## src/hdl/frmc_pkg.sv

```systemverilog
// frmc_pkg: shared types, constants and the value saturation function
// for the first-match range classifier; used by every file in hdl
// depends on nothing
package frmc_pkg;

   localparam int NUM_RULES   = 16;
   localparam int VALUE_WIDTH = 24;
   localparam int NUM_FIELDS  = 6;
   localparam int IN_W        = 24;
   localparam int EXT_W       = (VALUE_WIDTH > IN_W) ? VALUE_WIDTH : IN_W;
   localparam int CSR_INDEX_W = 2;
   localparam int CSR_DATA_W  = 24;
   localparam int COUNT_W     = 5;

   typedef logic signed [VALUE_WIDTH-1:0] val_type;
   typedef val_type obs_type [NUM_FIELDS];

   localparam val_type VAL_MAX = {1'b0, {(VALUE_WIDTH-1){1'b1}}};
   localparam val_type VAL_MIN = {1'b1, {(VALUE_WIDTH-1){1'b0}}};

   // -9900.00 in hundredths
   localparam logic signed [IN_W-1:0] FLOOR_RESET = -24'sd990000;

   typedef enum logic [1:0] {
      REQ_CLASSIFY = 2'd0,
      REQ_WR_LOWER = 2'd1,
      REQ_WR_UPPER = 2'd2,
      REQ_WR_MASK  = 2'd3
   } req_code_type;

   typedef enum logic [CSR_INDEX_W-1:0] {
      CSR_ACTIVE_COUNT  = 2'd0,
      CSR_MISSING_FLOOR = 2'd1
   } csr_index_type;

   typedef struct packed {
      req_code_type            req_type;
      logic [3:0]              rule_index;
      logic [2:0]              field_select;
      logic signed [IN_W-1:0]  limit_value;
      logic [5:0]              enable_mask;
      logic [7:0]              color_in;
      logic signed [IN_W-1:0]  visibility;
      logic signed [IN_W-1:0]  ceiling;
      logic signed [IN_W-1:0]  temperature;
      logic signed [IN_W-1:0]  humidity;
      logic signed [IN_W-1:0]  runway_range;
      logic signed [IN_W-1:0]  wind_speed;
   } req_item_type;

   typedef struct packed {
      logic       pass;
      logic [3:0] matched_rule;
      logic [7:0] color_code;
   } rsp_item_type;

   // table update broadcast to every lane
   typedef struct packed {
      req_code_type code;
      logic [2:0]   field_select;
      val_type      limit;
      logic [5:0]   mask;
      logic [7:0]   color;
   } lane_cmd_type;

   typedef struct packed {
      logic       found;
      logic [3:0] rule_index;
      logic [7:0] color;
   } merge_out_type;

   // sign-extend a 24-bit field and clamp it to the value range
   function automatic val_type sat_value(input logic signed [IN_W-1:0] raw);
      logic signed [EXT_W-1:0] ext;
      logic signed [EXT_W-1:0] vmax;
      logic signed [EXT_W-1:0] vmin;
      ext  = EXT_W'(raw);
      vmax = EXT_W'(VAL_MAX);
      vmin = EXT_W'(VAL_MIN);
      if (ext > vmax) begin
         ext = vmax;
      end else if (ext < vmin) begin
         ext = vmin;
      end
      return val_type'(ext);
   endfunction

endpackage

```

## src/hdl/frmc_merge.sv

```systemverilog
// frmc_merge: priority pick of the lowest hitting lane and its color
// depends on frmc_pkg
module frmc_merge
   import frmc_pkg::*;
(
   input  logic [NUM_RULES-1:0] hits,
   input  logic [7:0]           colors [NUM_RULES],
   output merge_out_type        result
);

   always_comb begin
      result = '0;
      for (int r = NUM_RULES - 1; r >= 0; r--) begin
         if (hits[r]) begin
            result.found      = 1'b1;
            result.rule_index = 4'(r);
            result.color      = colors[r];
         end
      end
   end

endmodule
```

## config.mk

```make
export PLATFORM = sky130hd
export DESIGN_NAME = frmc_merge
export DESIGN_NICKNAME = d
export VERILOG_FILES = /design/src/hdl/frmc_pkg.sv /design/src/hdl/frmc_merge.sv
export SDC_FILE = /design/constraint.sdc
export NUM_CORES = 1
export LEC_CHECK = 0
export BUFFER_PORTS_ARGS = -buffer_cell sky130_fd_sc_hd__buf_2
export CAP_MARGIN = 20
export CORE_MARGIN = 2
export CORE_UTILIZATION = 35
export DETAILED_ROUTE_END_ITERATION = 8
export PLACE_DENSITY_LB_ADDON = 0.15
export SLEW_MARGIN = 20
export SYNTH_ARGS = -nofsm -noshare
export SYNTH_HDL_FRONTEND = slang
export SYNTH_SLANG_ARGS = --single-unit
```

## constraint.sdc

```tcl
create_clock -name vclk -period 2.45
set_input_delay 0.49 -clock vclk [all_inputs]
set_output_delay 0.49 -clock vclk [all_outputs]
set_load 0.02 [all_outputs]
```

# Yosys cells after proc, flatten, opt, wreduce, memory -nomap -nowiden
# Index checks and enable logic that the tools add are counted.
# W data, S select, Z words.
[word_totals]
ff_bits = 0
latchBits = 0
ram_bits = 0
rom_bits = 0
input_bits = 144
output_inout_bits = 13
wordCells = 16
n_memories = 0
[classes]
n_addsub = 0
mul = 0
n_div = 0
magnitude_cmp = 0
n_eq_ne = 0
shifts = 0
n_mux = 16
bitwise = 0
n_reduce_logical = 0
[op_table]
columns = ["cell", "n"]
rows = [
  ["$mux W13", 16],
]

# Longest topological paths before layout
# Gate-level depths: netlist of the first run.
[depth]
depth_word = 16
depth_mapped = 6
depth_no_buf = 5

# Least setup slack after synthesis of the first run
# No wires, ideal clock.
[synth_timing]
path_type = "input to output"
start = "in hits[14]"
end = "out result[8] (netlist bit)"
arrival_time_ns = 1.920
required_ns = 1.960
slack_ns = 0.040
cell_stages = 5
path_buffers = 0
cell_sequence = "and2b_1 > o21ai_0 > a211oi_1 > nor2_1 > o41ai_1"
[synth_lines]
columns = ["item", "line", "rtl"]
rows = [
  ["start: declaration", "frmc_merge.sv:6", "input logic [NUM_RULES-1:0] hits,"],
  ["end: declaration", "frmc_merge.sv:8", "output merge_out_type result"],
]

==> results.cfg, run 1 <==
[run_status]
status = complete, no violations

[yosys]
syn_inst = 170
yosysTopAreaCell = a221oi_1
synth_nets = 314
yosys_warnings = 0
yosys-top-cells-area = a221oi_1 (21%), o221ai_1 (9.2%), o22ai_1 (5.5%)
synth_top_cell_area_share = 0.2068
synth-seq-area-share = 0
syn_avg_cell_area_um2 = 6.727
synth.cell_area_um2 = 1144
ys_types = 38

[drt]
dr.pass1.iters = 4
routedWlPerCell_um = 15.33
detail-route-antenna-nets = 0
wl_um = 5855
drc = 0
dr_total_vias = 2182
drtIter0Drc = 75
via_per_inst = 5.712

[power_and_ir_drop]
switching_power_uw = 177.6
p_int_uw = 177.9
swShare = 0.4996
power.leakage_uw = 0.001049
pwr-share-comb = 1.000
power_frac_clock = 0
power_uw = 355.5
p_seq_frac = 0
power_density_nw_per_um2 = 166.1
peakVddDrop_mv = 0.09317

[timing]
drv_slew = 0
min_period_over_period = 0.9979
final.setup.tns_ns = 0
min_period_ns = 2.445
whs_ns = 1.321
worstMarginPinSlew_ns = 0.3951
finalHoldViolCount = 0
max_freq_mhz = 409.0
grt_setup_unrepaired = true
final-setup-viol-count = 0
slew_headroom = 0.7360

[worst_setup_path]
worst-setup-path-type = in2out
start_kind = input pin
crit_path_max_fanout = 9
cp.required_ns = 1.96
crit_path_end_kind = output port
critPathArrivalTime_ns = 1.95

[layout]
syn2layout_area_growth_pct = 87.09
nClkBuffers = 0
final_area_um2 = 2140
layout_commonest_cell = buf_2
seqCellArea_um2 = 0
num_antenna_cells = 0
mostFrequentLayoutCells = buf_2 (157), a221oi_1 (21), buf_4 (21)
layout.nets = 484
seq_cells = 0
n_fill_cell = 335
final_util = 0.6951
drive_gt1_frac = 0.5769

[grt]
grt_max_degree = 15
antenna_found_initial = 0
grt_overflow = 0
grt_pass1_vias = 2045
grt_pass1_wl_um = 8431
track_usage = 0.2922

[hold_path]
hold_depth = 4
hold_path_end = result[0]
hold_path_class = in2out
hold_start = colors[112]

[die]
die-area_um2 = 3741
initial_core_util = 0.3715
die_h_um = 61.16
pin_count = 157
core-area_um2 = 3078
die_width_um = 61.16
row_count = 20

[place]
gp_congestion = 0.8903
portBuffers = 157
place.detailed.hpwl_um = 5091
placed_area_um2 = 2083

[cts]
postCtsSetupRepairBufs = 0

[job]
cap_viol_max_count = 0
cell usage after synthesis, drive strengths merged (4+ instances only):
cell and count:
nand3b 4, o22ai 10, a21oi 7, o221ai 12
inv 6, nor2b 9, nand2 9, nand2b 4
o21ai 11, a221oi 27, a31oi 5, nor2 11
a211oi 7, buf 6, or2 6, clkbuf 4
logic make-up after synthesis:
logic type,Yosys count,share of synthesized area
buf+inv,16,0.07111
simple gates,51,0.2527
compound gates,103,0.6761
what timing repair did:
action,in CTS,in global routing
gates resized for setup,0,13
hold buffers,0,0
endpoints found under the setup margin,0,7
power groups by stage:
| stage | Clock [uW] | Combinational [uW] | Sequential [uW] |
|---|---|---|---|
| after floorplan | 0 | 151 | 0 |
| after CTS | 0 | 341 | 0 |
| final | 0 | 355 | 0 |
| after global placement | 0 | 339 | 0 |
| after global routing | 0 | 389 | 0 |
| after detailed placement | 0 | 340 | 0 |
layer usage:
layer / track usage / part of all wire
met1: 0.3308 / 0.37
met2: 0.5608 / 0.50
met3: 0.03782 / 0.098
met4: 0.08696 / 0.025
met5: 0 / 0
critical path: stages:
cell and delay [ns]:
buf_2 0.19, and2b_2 0.29, a221oi_1 0.37, o211ai_1 0.19, a21oi_1 0.18, o31ai_1 0.07, buf_2 0.17
stage by stage:
stage | cells | setup WS [ns]
5_1_grt | 382 | -0.06959
6_report | 382 | 0.005062
2_1_floorplan | 170 | 0.04026
3_3_place_gp | 382 | 0.06323
3_5_place_dp | 382 | 0.03624
4_1_cts | 382 | 0.03194
area by class of cell:
cell class         instances  area [um2]  share of cell area
multi-input cells        154        1119              0.5228
repair buffers           178       943.4              0.4409
inverters                  6       22.52             0.01053
well taps                 44       55.05             0.02573
how the worst max path moves through the flow:
stage | from | end | slack, ns
final | hits[6] | result[6] | 0.005
after global routing | hits[6] | result[6] | -0.07
after CTS | hits[6] | result[4] | 0.03
after detailed placement | hits[6] | result[4] | 0.04
after global placement | hits[6] | result[4] | 0.06
after floorplan | hits[14] | result[8] | 0.04
Note: power is estimated with default switching activity, not from simulation.
==> run 2, diff against run 1 <==
Settings changed: PLACE_DENSITY set to 0.9, PLACE_DENSITY_LB_ADDON 0.15 to unset.
==> run 2 against run 1 <==
  * Total power down 1.8%
  * Setup slack improved by 0.082 ns
  * First-iteration DRC count up 110%
  * Non-clock buffer count fell by 8
  * Maximum frequency rose by 3.5%
  * Via count shrank 1.1%
  * Die area stayed put
  * Combinational power decreased by 2%
  * Design area fell by 2.3%
  * Global-route usage grew 0.65 points
==> results.cfg, run 2 (same netlist as run 1, synthesis figures left out) <==
[run_status]
status = complete, no violations

[timing]
final.setup.tns_ns = 0
finalHoldViolCount = 0
worstMarginPinSlew_ns = 0.4673
min_period_ns = 2.363
max_freq_mhz = 423.2
grt_setup_unrepaired = false
slew_headroom = 0.6878
final-setup-viol-count = 0
setup_slack_ns = 0.08721
drv_slew = 0
min_period_over_period = 0.9644

[place]
place_inst = 374
portBuffers = 157
post-place-ws_ns = 0.01505
gp_congestion = 0.9546
place.detailed.hpwl_um = 5087

[layout]
layout_commonest_cell = buf_2
n_fill_cell = 283
nClkBuffers = 0
num_antenna_cells = 0
stdcell_count = 374
mostFrequentLayoutCells = buf_2 (157), a221oi_1 (20), buf_4 (13)
seqCellArea_um2 = 0
syn2layout_area_growth_pct = 82.71
seq_cells = 0
layout.nets = 476
drive_gt1_frac = 0.5758

[cts]
cts_resized = 0
postCtsSetupRepairBufs = 0
hold_buffers = 0

[drt]
dr_total_vias = 2158
detail-route-antenna-nets = 0
via_per_inst = 5.770
routedWlPerCell_um = 15.85
drc = 0
drtIter0Drc = 155
dr.pass1.iters = 4
wl_um = 5928

[grt]
track_usage = 0.2986
grt_pass1_wl_um = 8694
grt_overflow = 0
grt_pass1_vias = 2013
grt_max_degree = 16
antenna_found_initial = 0

[die]
die_width_um = 61.16
initial_core_util = 0.3715
core-area_um2 = 3078
die-area_um2 = 3741
die_h_um = 61.16
row_count = 20
pin_count = 157

[worst_setup_path]
cp.required_ns = 1.96
start_kind = input pin
critPathArrivalTime_ns = 1.87
crit_path_max_fanout = 5
worst-setup-path-type = in2out
crit_path_end_kind = output port

[job]
cap_viol_max_count = 0

[power_and_ir_drop]
power_density_nw_per_um2 = 167.0
peakVddDrop_mv = 0.09596
power_uw = 349.0
power.leakage_uw = 0.001013

[hold_path]
hold_depth = 4
hold_path_class = in2out
-- run 2: area by class of cell --
class	instances	area (um2)	area share
inverters	6	22.52	0.01078
repair buffers	170	883.3	0.4228
well taps	44	55.05	0.02635
multi-input cells	154	1129	0.5401
-- run 2: per-layer routing --
metal,global-route usage,wire length [um],vias up
li1,-,-,1059
met1,0.3609,2342,971
met2,0.5532,3021,118
met3,0.04622,491,10
met4,0.06211,73,0
met5,0,0,-
-- run 2: report_power, final --
part / total (uW) / internal (uW) / switching (uW)
Combinational: 349 / 171 / 178
Clock: 0 / 0 / 0
Sequential: 0 / 0 / 0
-- run 2: worst paths after layout --
| check | slack, ns | from | end |
|---|---|---|---|
| max | 0.09 | hits[15] | result[6] |
| min | 1.33 | colors[118] | result[6] |
-- run 2: stage by stage --
stage / hold slack (ns) / util / area [um2]
4_1_cts: 1.335 / 0.6573 / 2023
2_1_floorplan: 1.138 / - / 1144
3_5_place_dp: 1.329 / 0.6573 / 2023
6_report: 1.332 / 0.6789 / 2090
5_1_grt: 1.356 / 0.6789 / 2090
3_3_place_gp: 1.335 / 0.6573 / 2023
-- run 2: critical path, stage by stage --
cell and delay [ns]:
buf_2 0.12, and2b_2 0.23, buf_4 0.15, a221oi_1 0.29
o211ai_1 0.15, a21oi_1 0.19, o31ai_1 0.08, buf_2 0.16
==> run 3, diff against run 2 <==
Settings changed: CORE_ASPECT_RATIO set to 1.25, CORE_MARGIN 2 to 4, SLEW_MARGIN 20 to 25.
==> run 3 against run 2 <==
  * Critical path depth down 1
  * Hold slack lost 0.0030 ns
  * Sequential share of layout area unchanged
  * Non-clock buffer count is 2 higher
  * Design area down 1.7%
  * Highest routed layer unchanged
  * Global-route usage down 2.0 points
  * Wire length is 9.1% higher
  * Core utilization shrank 0.076 points
  * Largest cell class unchanged
  * Setup slack better by 0.0053 ns
  * Total power fell by 1.3%
  * Critical endpoint is now result[0]
  * Maximum frequency up 0.22%
==> results.cfg, run 3 (same netlist as run 1, synthesis figures left out) <==
[grt]
antenna_found_initial = 0
grt_pass1_wl_um = 9708
grt_overflow = 0
grt_pass1_vias = 2166
track_usage = 0.2791
grt_max_degree = 12

[layout]
drive_gt1_frac = 0.5512
syn2layout_area_growth_pct = 79.54
layout_commonest_cell = buf_2
seqCellArea_um2 = 0
n_fill_cell = 316
seq_cells = 0
num_antenna_cells = 0
final_util = 0.6781
nClkBuffers = 0
layout.nets = 478
mostFrequentLayoutCells = buf_2 (157), a221oi_1 (25), buf_4 (15)

[worst_setup_path]
setup.worst_path.end = result[0]
worst-setup-path-type = in2out
cp.required_ns = 1.96
critPathArrivalTime_ns = 1.87
crit_path_max_fanout = 7
critPathLaunch = hits[7]
crit_path_end_kind = output port
start_kind = input pin

[timing]
max_freq_mhz = 424.2
finalHoldViolCount = 0
worstMarginPinSlew_ns = 0.3837
setup_slack_ns = 0.09251
final-setup-viol-count = 0
min_period_over_period = 0.9622
final.setup.tns_ns = 0
drv_slew = 0
grt_setup_unrepaired = true
min_period_ns = 2.357
slew_headroom = 0.7442

[job]
cap_viol_max_count = 0

[die]
row_count = 22
core-area_um2 = 3028
die_width_um = 59.13
die_h_um = 71.91
initial_core_util = 0.3777
pin_count = 157
die-area_um2 = 4252

[drt]
wl_um = 6470
via_per_inst = 5.859
dr_total_vias = 2156
routedWlPerCell_um = 17.58
drtIter0Drc = 123
detail-route-antenna-nets = 0
drc = 0
dr.pass1.iters = 4

[power_and_ir_drop]
power_density_nw_per_um2 = 167.8
power.leakage_uw = 0.001005
peakVddDrop_mv = 0.1015

[cts]
postCtsSetupRepairBufs = 0

[hold_path]
hold_path_class = in2out

[place]
post-place-ws_ns = 0.06490
gp_congestion = 0.9991
portBuffers = 157
place.detailed.hpwl_um = 5761

[run_status]
status = complete, no violations
[run 3: cell types whose count changed in the layout (fill, tap and decap cells not counted), moves of 2 or more]
cell,delta
nand2b_2,-2
a221oi_2,-5
a221oi_1,+5
and2b_1,+2
nand2b_1,+2
and2b_2,-2
buf_4,+2
[run 3: final cells by class]
cell class	instances	area, um2	area share
timing repair buffer	172	898.4	0.4375
inverter	6	22.52	0.01097
multi-input combinational	154	1087	0.5296
tap	36	45.04	0.02194
[run 3: worst max-delay path: stages]
cell and delay [ns]:
buf_2 0.14, and2b_1 0.24, a221oi_1 0.36, o211ai_1 0.18
a21oi_1 0.20, o31ai_1 0.08, buf_2 0.16
[run 3: worst min path at each step]
stage / startpoint / end / slack (ns) / depth (start not counted)
floorplan: hits[0] / result[8] / 1.14 / 1
global placement: colors[112] / result[0] / 1.33 / 4
detailed placement: colors[116] / result[4] / 1.33 / 4
CTS: colors[116] / result[4] / 1.33 / 4
global route: colors[112] / result[0] / 1.36 / 4
finish: colors[112] / result[0] / 1.33 / 4
[run 3: timing repair]
item                       4_1_cts  5_1_grt
setup endpoints to repair        0        7
hold buffers                     0        0
resized for setup                0        6
[run 3: where the power goes]
part           total [uW]  switching, uW  internal (uW)
combinational         344            174            171
clock                   0              0              0
sequential              0              0              0
total                 344            174            171
[run 3: through the flow]
step	cells	hold WS, ns	power, uW	instance area, um2
after floorplan	170	1.138	151.1	1144
after global placement	368	1.330	329.7	2028
after detailed placement	368	1.330	334.1	2028
after CTS	368	1.333	335.3	2028
after global routing	368	1.361	374.4	2053
final	368	1.329	344.5	2053
[run 3: metal layers]
metal | vias to the layer above | share of wire | track usage
li1 | 1059 | - | -
met1 | 957 | 0.37 | 0.3323
met2 | 122 | 0.52 | 0.5098
met3 | 18 | 0.088 | 0.03737
met4 | 0 | 0.024 | 0.07557
met5 | - | 0 | 0
