### src/hdl/frmc_pkg.sv
// frmc_pkg: shared types, constants and the value saturation function
// for the first-match range classifier; used by every file in hdl
// depends on nothing
package frmc_pkg;

   localparam int NUM_RULES   = 16;
   localparam int VALUE_WIDTH = 24;
   localparam int NUM_FIELDS  = 6;
   localparam int IN_W        = 24;
   localparam int EXT_W       = (VALUE_WIDTH > IN_W) ? VALUE_WIDTH : IN_W;
   localparam int CSR_INDEX_W = 2;
   localparam int CSR_DATA_W  = 24;
   localparam int COUNT_W     = 5;

   typedef logic signed [VALUE_WIDTH-1:0] val_type;
   typedef val_type obs_type [NUM_FIELDS];

   localparam val_type VAL_MAX = {1'b0, {(VALUE_WIDTH-1){1'b1}}};
   localparam val_type VAL_MIN = {1'b1, {(VALUE_WIDTH-1){1'b0}}};

   // -9900.00 in hundredths
   localparam logic signed [IN_W-1:0] FLOOR_RESET = -24'sd990000;

   typedef enum logic [1:0] {
      REQ_CLASSIFY = 2'd0,
      REQ_WR_LOWER = 2'd1,
      REQ_WR_UPPER = 2'd2,
      REQ_WR_MASK  = 2'd3
   } req_code_type;

   typedef enum logic [CSR_INDEX_W-1:0] {
      CSR_ACTIVE_COUNT  = 2'd0,
      CSR_MISSING_FLOOR = 2'd1
   } csr_index_type;

   typedef struct packed {
      req_code_type            req_type;
      logic [3:0]              rule_index;
      logic [2:0]              field_select;
      logic signed [IN_W-1:0]  limit_value;
      logic [5:0]              enable_mask;
      logic [7:0]              color_in;
      logic signed [IN_W-1:0]  visibility;
      logic signed [IN_W-1:0]  ceiling;
      logic signed [IN_W-1:0]  temperature;
      logic signed [IN_W-1:0]  humidity;
      logic signed [IN_W-1:0]  runway_range;
      logic signed [IN_W-1:0]  wind_speed;
   } req_item_type;

   typedef struct packed {
      logic       pass;
      logic [3:0] matched_rule;
      logic [7:0] color_code;
   } rsp_item_type;

   // table update broadcast to every lane
   typedef struct packed {
      req_code_type code;
      logic [2:0]   field_select;
      val_type      limit;
      logic [5:0]   mask;
      logic [7:0]   color;
   } lane_cmd_type;

   typedef struct packed {
      logic       found;
      logic [3:0] rule_index;
      logic [7:0] color;
   } merge_out_type;

   // sign-extend a 24-bit field and clamp it to the value range
   function automatic val_type sat_value(input logic signed [IN_W-1:0] raw);
      logic signed [EXT_W-1:0] ext;
      logic signed [EXT_W-1:0] vmax;
      logic signed [EXT_W-1:0] vmin;
      ext  = EXT_W'(raw);
      vmax = EXT_W'(VAL_MAX);
      vmin = EXT_W'(VAL_MIN);
      if (ext > vmax) begin
         ext = vmax;
      end else if (ext < vmin) begin
         ext = vmin;
      end
      return val_type'(ext);
   endfunction

endpackage

### src/hdl/frmc_lane.sv
// frmc_lane: one rule of the table, its limits, enables and color,
// and the six-field range check against the current observation
// depends on frmc_pkg
module frmc_lane
   import frmc_pkg::*;
(
   input  logic         clock,
   input  logic         reset,
   input  logic         wr_en,
   input  lane_cmd_type cmd,
   input  obs_type      obs,
   input  val_type      floor_value,
   output logic         hit,
   output logic [7:0]   color
);

   val_type    lower_ff [NUM_FIELDS];
   val_type    lower_in [NUM_FIELDS];
   val_type    upper_ff [NUM_FIELDS];
   val_type    upper_in [NUM_FIELDS];
   logic [5:0] enables_ff, enables_in;
   logic [7:0] color_ff, color_in;
   logic [NUM_FIELDS-1:0] field_ok;

   always_comb begin
      lower_in   = lower_ff;
      upper_in   = upper_ff;
      enables_in = enables_ff;
      color_in   = color_ff;
      if (wr_en) begin
         if (cmd.code == REQ_WR_MASK) begin
            enables_in = cmd.mask;
            color_in   = cmd.color;
         end else begin
            for (int f = 0; f < NUM_FIELDS; f++) begin
               if (cmd.field_select == 3'(f)) begin
                  if (cmd.code == REQ_WR_LOWER) begin
                     lower_in[f] = cmd.limit;
                  end else if (cmd.code == REQ_WR_UPPER) begin
                     upper_in[f] = cmd.limit;
                  end
                  enables_in[f] = 1'b1;
               end
            end
         end
      end
   end

   always_ff @(posedge clock) begin
      if (reset) begin
         for (int f = 0; f < NUM_FIELDS; f++) begin
            lower_ff[f] <= VAL_MIN;
            upper_ff[f] <= VAL_MAX;
         end
         enables_ff <= '0;
         color_ff   <= '0;
      end else begin
         lower_ff   <= lower_in;
         upper_ff   <= upper_in;
         enables_ff <= enables_in;
         color_ff   <= color_in;
      end
   end

   // disabled field always passes
   always_comb begin
      for (int f = 0; f < NUM_FIELDS; f++) begin
         field_ok[f] = !enables_ff[f] ||
                       ((obs[f] >= floor_value) && (obs[f] >= lower_ff[f]) &&
                        (obs[f] <= upper_ff[f]));
      end
   end

   assign hit   = &field_ok;
   assign color = color_ff;

endmodule

### config.mk
export PLATFORM = sky130hd
export DESIGN_NAME = frmc_lane
export DESIGN_NICKNAME = d
export VERILOG_FILES = /design/src/hdl/frmc_pkg.sv /design/src/hdl/frmc_lane.sv
export SDC_FILE = /design/constraint.sdc
export NUM_CORES = 1
export LEC_CHECK = 0
export BUFFER_PORTS_ARGS = -buffer_cell sky130_fd_sc_hd__buf_2
export CORE_UTILIZATION = 50
export DETAILED_ROUTE_END_ITERATION = 6
export PLACE_DENSITY = 0.76
export SYNTH_ARGS = -nofsm -noshare
export SYNTH_HDL_FRONTEND = slang
export SYNTH_SLANG_ARGS = --single-unit
export TNS_END_PERCENT = 5
### constraint.sdc
create_clock -name clock -period 3.35 [get_ports clock]
set_input_delay 0.1675 -clock clock [delete_from_list [all_inputs] [get_ports clock]]
set_output_delay 0.1675 -clock clock [all_outputs]
set_load 0.01 [all_outputs]
# == Yosys cells after proc, flatten, opt, wreduce, memory -nomap -nowiden ==
# Cells that the tools add are included.
# totals
register_bits,302
in_bits,214
output_inout_bits,9
wordCells,105
# op_classes
magnitude_cmp,18
n_eq_ne,8
muxes,7
bitwise,2
reduce_logical,51
# ops
operator,count
>= comparator 24 bit,12
<= comparator 24 bit,6
AND reduction 5 bit,6
AND reduction 4 bit,6
AND reduction 2 bit,7
logical AND 1 bit,12
nonzero test 2 bit,6
equality test 3 x 2 -> 1 bit (second input constant),2
equality test 3 bit (second input constant),2
logical NOT 1 bit,6
logical OR 1 bit,6
two-way mux 1 bit,6
two-way mux 6 bit,1
AND reduction 6 bit,1
equality test 2 bit (second input constant),2
equality test 3 x 1 -> 1 bit (second input constant),1
logical NOT 3 bit,1
equality test 2 x 1 -> 1 bit (second input constant),1
NOT 1 bit,2

# == Longest topological paths before layout ==
# Gate-level depths: netlist (run 1).
# logic_depth
word_depth,5
ltp_mapped,10
mapped_depth_nobuf,10

# == Worst setup path before layout (run 1) ==
# No wires, ideal clock.
# synth_path
path_type,reg-to-output
start,reg lower_ff[107] (netlist name)
end,out hit
arrival_ps,2562
t_required_ps,3182
slack_ps,620
stages_incl_launch_ff,11
n_path_buf,0
path_cell_list,dfxtp_1 > inv_1 > ha_1 > a21oi_2 > o21ai_2 > a2111oi_4 > a211oi_1 > a2111oi_2 > mux2i_1 > o41a_1 > nor4_2
# synth_between
elab_chain_len,5
# synth_rtl
element,line,text
from (decl),frmc_lane.sv:17,val_type lower_ff [NUM_FIELDS];
from (signal assigned),frmc_lane.sv:58,lower_ff <= lower_in;
>= comparator 24 bit,frmc_lane.sv:69,((obs[f] >= floor_value) && (obs[f] >= lower_ff[f]) &&
logical AND 1 bit (2 in a row),frmc_lane.sv:69,
logical OR 1 bit,frmc_lane.sv:68,field_ok[f] = !enables_ff[f] ||
AND reduction 6 bit,frmc_lane.sv:74,assign hit = &field_ok;
to (decl),frmc_lane.sv:13,"output logic hit,"
# Every way passes these cells.

# == Worst setup path after layout (run 1) ==
# layout_path
start,reg upper_ff[7] (netlist name)
end,out hit
# layout_between
elab_chain_len,4
# layout_rtl
element,line,text
from (decl),frmc_lane.sv:19,val_type upper_ff [NUM_FIELDS];
from (signal assigned),frmc_lane.sv:59,upper_ff <= upper_in;
<= comparator 24 bit,frmc_lane.sv:70,(obs[f] <= upper_ff[f]));
logical AND 1 bit,frmc_lane.sv:69,
logical OR 1 bit,frmc_lane.sv:68,
AND reduction 6 bit,frmc_lane.sv:74,
# Every way passes these cells.

==> impl_metrics.yaml, run 1 <==
status:
  status: "finished with violations"
  violations: "negative setup slack"
synth:
  yosys_warnings: 0
  synthTopCellsByCount: "ha_1, nand2_1, inv_1"
  ys_ff_latch: 302
  yosysMostFrequentCell: "ha_1"
  synth_area_leaders: "dfxtp_1, ha_1, nand2_1"
  ys.flop_type: "dfxtp_1"
  synth_compound_area_share_pct: 19.4
  synth-simple-area-share_pct: 18.5
  synth_xor_area_share_pct: 0
  async_reset_ff_share_pct: 0
  synthAdderAreaFrac_pct: 25.5
  synthesis.area_mm2: 0.0212
  syn_nets: 3331
  synthCells: 2685
  synth_top_family_by_area: "adder cells"
  synth.area.mux_share_pct: 0.349
  ys_types: 58
  synth_top_area_share_pct: 28.6
  synth_edf_count: 0
  yosysTopAreaCell: "dfxtp_1"
  ys_seq_area_share_pct: 28.6
  avgSynthCellArea_um2: 7.88
global_routing:
  grt_usage_pct: 34.5
  overflow: 0
  grt_pass1_wl_mm: 114
  antenna_found_initial: 2
  grt_pass1_vias: 19801
  grt_start_max_net_pins: 155
floorplanning:
  start_util_pct: 50.6
  rows: 75
  die_area_mm2: 0.0432
  ios: 223
  fp.dieH_um: 208
  core-area_mm2: 0.0419
  chipWidth_um: 208
worst_setup_path:
  cp-end-kind: "primary output"
  critPathLaunchType: "flip-flop"
  cp.arrival_ns: 3.34
  r2r_end: "upper_ff[34]"
  r2r_cells: 3
  path_cells: "inv_1, ha_1, a21o_1, a211oi_2, o21ai_1, o221a_2, o31ai_2, buf_4, o311a_4, o2111ai_4, nor4_4, buf_2"
  r2r-start: "upper_ff[34]"
  worstSetupPathType: "reg -> out"
  cp_top_family: "compound AO/OA/AOI/OAI gates"
  critPathMaxStageDelay_ns: 0.31
  required_ns: 3.18
  reg2reg_slack_ns: 2.47
  path_buf_inv: 3
  crit_fanout: 2
  crit_slowest_cell: "dfxtp_1"
clock_tree:
  numCtsBuffers: 37
  clkTransAtPathRegs_ns: 0.06
  cts_tree: "done"
  clk_root_buffer_cell: "clkbuf_16"
  cts.sinks: 302
  ctsLongestPathBuffers: 3
  h-tree-depth: 2
  clk_latency_ns: 0.55
layout:
  area_growth_pct: 18.7
  drive_above_1_share_pct: 15.7
  nNetsFinal: 3542
  post_layout_nonfiller_instances: 3464
power_and_ir_drop:
  peakVddDrop_v: 0.000354
  p_int_uw: 6840
  leakage_uw: 0.0115
  p_seq_share_pct: 38.1
  p_per_area_mw_per_mm2: 382
  p_clk_share_pct: 44.7
  swShare_pct: 28.7
  combPwrFrac_pct: 17.2
  switchingPower_uw: 2760
  total_power_uw: 9600
route:
  drc: 0
  viasPerCell: 6.07
  ant_nets: 0
  firstDrtPassIters: 5
  num_vias: 21021
  drt_iter0_drc: 2055
  wirelength_mm: 76.7
  avgRoutedWirePerCell_um: 22.1
worst_hold_path:
  min_to: "lower_ff[41]"
  holdPathStages: 3
  min_path_type: "in -> reg"
  hold_start: "cmd[31]"
timing:
  hold_viol_final: 0
  worstMarginPinSlew_ns: 1.20
  fin_setup_tns_ns: -0.159
  setup_viol_count_final: 1
  fmax_ghz: 0.285
  fin_crit_sh_pct: 105
  timing.final.ws_setup_ns: -0.159
  drv_slew: 0
  rsz0062_at_grt: "yes"
  maxSlewHeadroom_pct: 20.3
  period_needed_ns: 3.51
  fin_skew_ns: 0
placed_design:
  place_congestion: 0.995
  dpl.hpwl_mm: 55.3
  place_inst: 3372
  numPortBuffers: 222
job:
  cap_violations: 0
[area by class of cell]
cell class                      instances  area, um2
Clock buffer                           56       1150
Inverter                              319       1200
Clock inverter                         10        138
Multi-Input combinational cell       1946      14200
Timing Repair Buffer                  290       1700
Fill cell                            3627      16700
Antenna cell                            2       5.00
Tap cell                              539        674
Sequential cell                       302       6070
[kinds of logic after synthesis]
family | count (synthesis)
compound gates | 642
fa+ha+maj | 432
buf+inv | 437
flops | 302
mux | 7
simple gates | 865
[cells in the final DEF, fill, tap and decap left out, types with 23 or more instances in the layout]
cell type  synthesis  final
nor2b_1           26     26
o21ai_0           60     58
a21oi_1          313    311
a211o_1          119    119
inv_1            319    306
nand4_1           94     94
buf_4              0     51
ha_1             432    401
a21o_1            42     42
nand3b_1          28     28
nor2_1           182    176
ha_4               0     29
buf_2              0    221
dfxtp_1          302    279
nand3_1           39     38
clkbuf_16          0     39
dfxtp_2            0     23
nand2_1          426    426
[per-stage QoR]
stage / instance area, um2 / worst slack, ns / util, % / hold WS [ns]
CTS: 24700 / -0.146 / 58.9 / 0.0454
finish: 25100 / -0.159 / 60.0 / 0.0831
global placement: 22900 / 0.217 / 54.8 / 0.408
detailed placement: 22900 / 0.202 / 54.8 / 0.414
floorplan: 21200 / 0.620 / - / 0.285
global route: 25100 / -0.266 / 60.0 / 0.0723
[repair_timing]
item | 4_1_cts | 5_1_grt
endpoints found under the setup margin | 1 | 1
hold buffers | 14 | 0
resized for setup | 50 | 69
hold endpoints to repair | 14 | 0
buffers inserted | 2 | 8
pin swaps | 17 | 34
[sequential cells by signal, summed over array words and instances (netlist names)]
name / flops
lower_ff: 144
upper_ff: 144
color: 8
enables_ff: 6
[power groups by stage]
stage               Combinational (uW)  Clock (uW)  Sequential, uW
floorplan                          813           0            3730
CTS                               1560        4320            3660
global placement                  1420           0            3730
finish                            1650        4290            3660
global route                      1780        4460            3660
detailed placement                1490           0            3740
[tightest hold or removal path: cells and delay by family]
| kind | cells | cell delay, ns |
|---|---|---|
| buffers and inverters | 1 | 0.26 |
| and+or+nand+nor | 1 | 0.12 |
| AOI/OAI and AO/OA | 1 | 0.06 |
[worst max path at each step]
| stage | startpoint | end | slack [ns] | depth (start not counted) |
|---|---|---|---|---|
| global placement | floor_value[18] | hit | 0.22 | 12 |
| floorplan | lower_ff[107] | hit | 0.62 | 10 |
| finish | upper_ff[7] | hit | -0.16 | 12 |
| CTS | upper_ff[40] | hit | -0.15 | 11 |
| detailed placement | floor_value[18] | hit | 0.20 | 12 |
| global route | lower_ff[20] | hit | -0.27 | 11 |
[metal layers]
metal | GRT usage, % | part of all wire (%) | up-vias
li1 | - | - | 9783
met1 | 46.9 | 41 | 9912
met2 | 51.9 | 42 | 1123
met3 | 7.41 | 12 | 201
met4 | 16.4 | 5.0 | 2
met5 | 0 | 0.014 | -
Power figures use the tool's default switching activity.
==> run 2, diff against run 1 <==
- GPL_ROUTABILITY_DRIVEN: default -> 0
- PLACE_DENSITY: 0.76 -> 0.78
- clock period: 3.35 -> 2.9 ns (I/O delays scaled with it)
==> run 2 against run 1 <==
Against the previous run: clock power decreased by 2%; die area unchanged; cell count rose by 1.9%; worst hold slack gained 0.028 ns; global-route usage is 0.26 points higher; highest routed layer is now met4; critical path type unchanged; clock-buffer cell count decreased by 2; the run still ends with negative setup slack left; wire length up 0.22%; clock skew unchanged; sequential power is 16% higher; setup slack got worse by 0.49 ns.
==> impl_metrics.yaml, run 2 (synthesis results as in run 1) <==
timing:
  fin_setup_tns_ns: -0.645
  setup_viol_count_final: 1
  period_needed_ns: 3.54
  rsz0062_at_grt: "yes"
  maxSlewHeadroom_pct: 36.0
  fin_crit_sh_pct: 122
  timing.final.ws_setup_ns: -0.645
  fin_skew_ns: 0
  drv_slew: 0
  hold_viol_final: 0
  worstMarginPinSlew_ns: 0.960
  fmax_ghz: 0.282
clock_tree:
  clk_root_buffer_cell: "clkbuf_16"
  cts_tree: "done"
  numCtsBuffers: 35
  clkTransAtPathRegs_ns: 0.06
  clk_latency_ns: 0.53
  ctsLongestPathBuffers: 3
  h-tree-depth: 2
  cts.sinks: 302
status:
  violations: "negative setup slack"
  status: "finished with violations"
placed_design:
  numPortBuffers: 222
  place_inst: 3447
  dpl.hpwl_mm: 56.0
power_and_ir_drop:
  total_power_uw: 10400
  leakage_uw: 0.0117
  peakVddDrop_v: 0.000406
  p_per_area_mw_per_mm2: 414
layout:
  layout_common_cells: "nand2_1, ha_1, inv_1"
  multi_input_area_mm2: 0.0139
  drive_above_1_share_pct: 15.7
  fillers: 3626
  final_common_cell: "nand2_1"
  post-route-util_pct: 60.0
  nNetsFinal: 3609
  area_growth_pct: 18.6
  ff_latch_area_mm2: 0.00606
  post_layout_nonfiller_instances: 3529
floorplanning:
  start_util_pct: 50.6
  ios: 223
  chipWidth_um: 208
  core-area_mm2: 0.0419
  rows: 75
  fp.dieH_um: 208
  die_area_mm2: 0.0432
worst_setup_path:
  cp-end-kind: "primary output"
  crit_slowest_cell: "o41ai_2"
  cp_top_family: "simple AND/OR/NAND/NOR gates"
  required_ns: 2.76
  crit_fanout: 3
  cpMostUsedCell: "buf_4"
  cp.arrival_ns: 3.40
  critPathMaxStageDelay_ns: 0.37
  path_buf_inv: 4
  worstSetupPathType: "reg -> out"
  critPathLaunchType: "flip-flop"
  path_cells: "inv_1, ha_1, nand4_1, buf_4, nor3_2, o311ai_2, and4b_1, o41ai_2, buf_4, o2111ai_4, nor4_4, buf_2"
route:
  avgRoutedWirePerCell_um: 21.8
  viasPerCell: 6.08
  wirelength_mm: 76.9
  ant_nets: 0
  drt_iter0_drc: 2300
  num_vias: 21441
  drc: 0
  firstDrtPassIters: 6
global_routing:
  overflow: 0
  grt_start_max_net_pins: 137
  antenna_found_initial: 2
  grt_usage_pct: 34.8
  grt_pass1_vias: 20825
  grt_pass1_wl_mm: 115
job:
  cap_violations: 0
worst_hold_path:
  min_path_type: "in -> reg"
[run 2: final cells by class]
type / count / area share, %
antenna: 4 / 0.0399
clock buffer: 54 / 4.06
sequential: 302 / 24.1
timing repair buffer: 359 / 8.79
clock inverter: 6 / 0.144
tap: 539 / 2.69
multi-input combinational: 1946 / 55.4
inverter: 319 / 4.77
[run 2: what timing repair did]
| item | 4_1_cts | 5_1_grt |
|---|---|---|
| hold buffers | 14 | 0 |
| endpoints found under the hold margin | 14 | 0 |
| pin swaps | 20 | 8 |
| gates resized for setup | 50 | 21 |
| buffers inserted | 3 | 2 |
| setup endpoints to repair | 1 | 1 |
[run 2: where the power goes]
group	internal (uW)	switching, uW
combinational	745	1210
clock	2420	1800
sequential	4200	26.5
total	7360	3030
[run 2: tightest hold or removal path, cell delays in order]
cell and delay, ns:
buf_2 0.26, nand2_1 0.12, a21oi_1 0.06
[run 2: routing by layer]
metal | track usage (%) | wire length (um)
met5 | 0 | 0
met4 | 21.0 | 5150
met3 | 8.28 | 9800
met2 | 52.1 | 31600
met1 | 45.2 | 30300
[run 2: path summary, 6_finish.rpt]
path | slack, ns | to | startpoint | cells after the start
worst max-delay path | -0.64 | hit | upper_ff[41] | 12
worst min-delay path | 0.11 | lower_ff[17] | cmd[31] | 3
worst max register to register | 2.03 | enables_ff[2] | enables_ff[2] | 2
worst min register to register | 0.45 | color[7] | color[7] | 2
[run 2: through the flow]
stage                     hold slack (ns)  area [um2]  setup WS [ns]
after global placement              0.386       23500         -0.344
after global routing               0.0944       25100         -0.722
final                               0.111       25100         -0.645
after floorplan                     0.263       21200          0.193
after CTS                          0.0723       25000         -0.550
after detailed placement            0.395       23500         -0.344
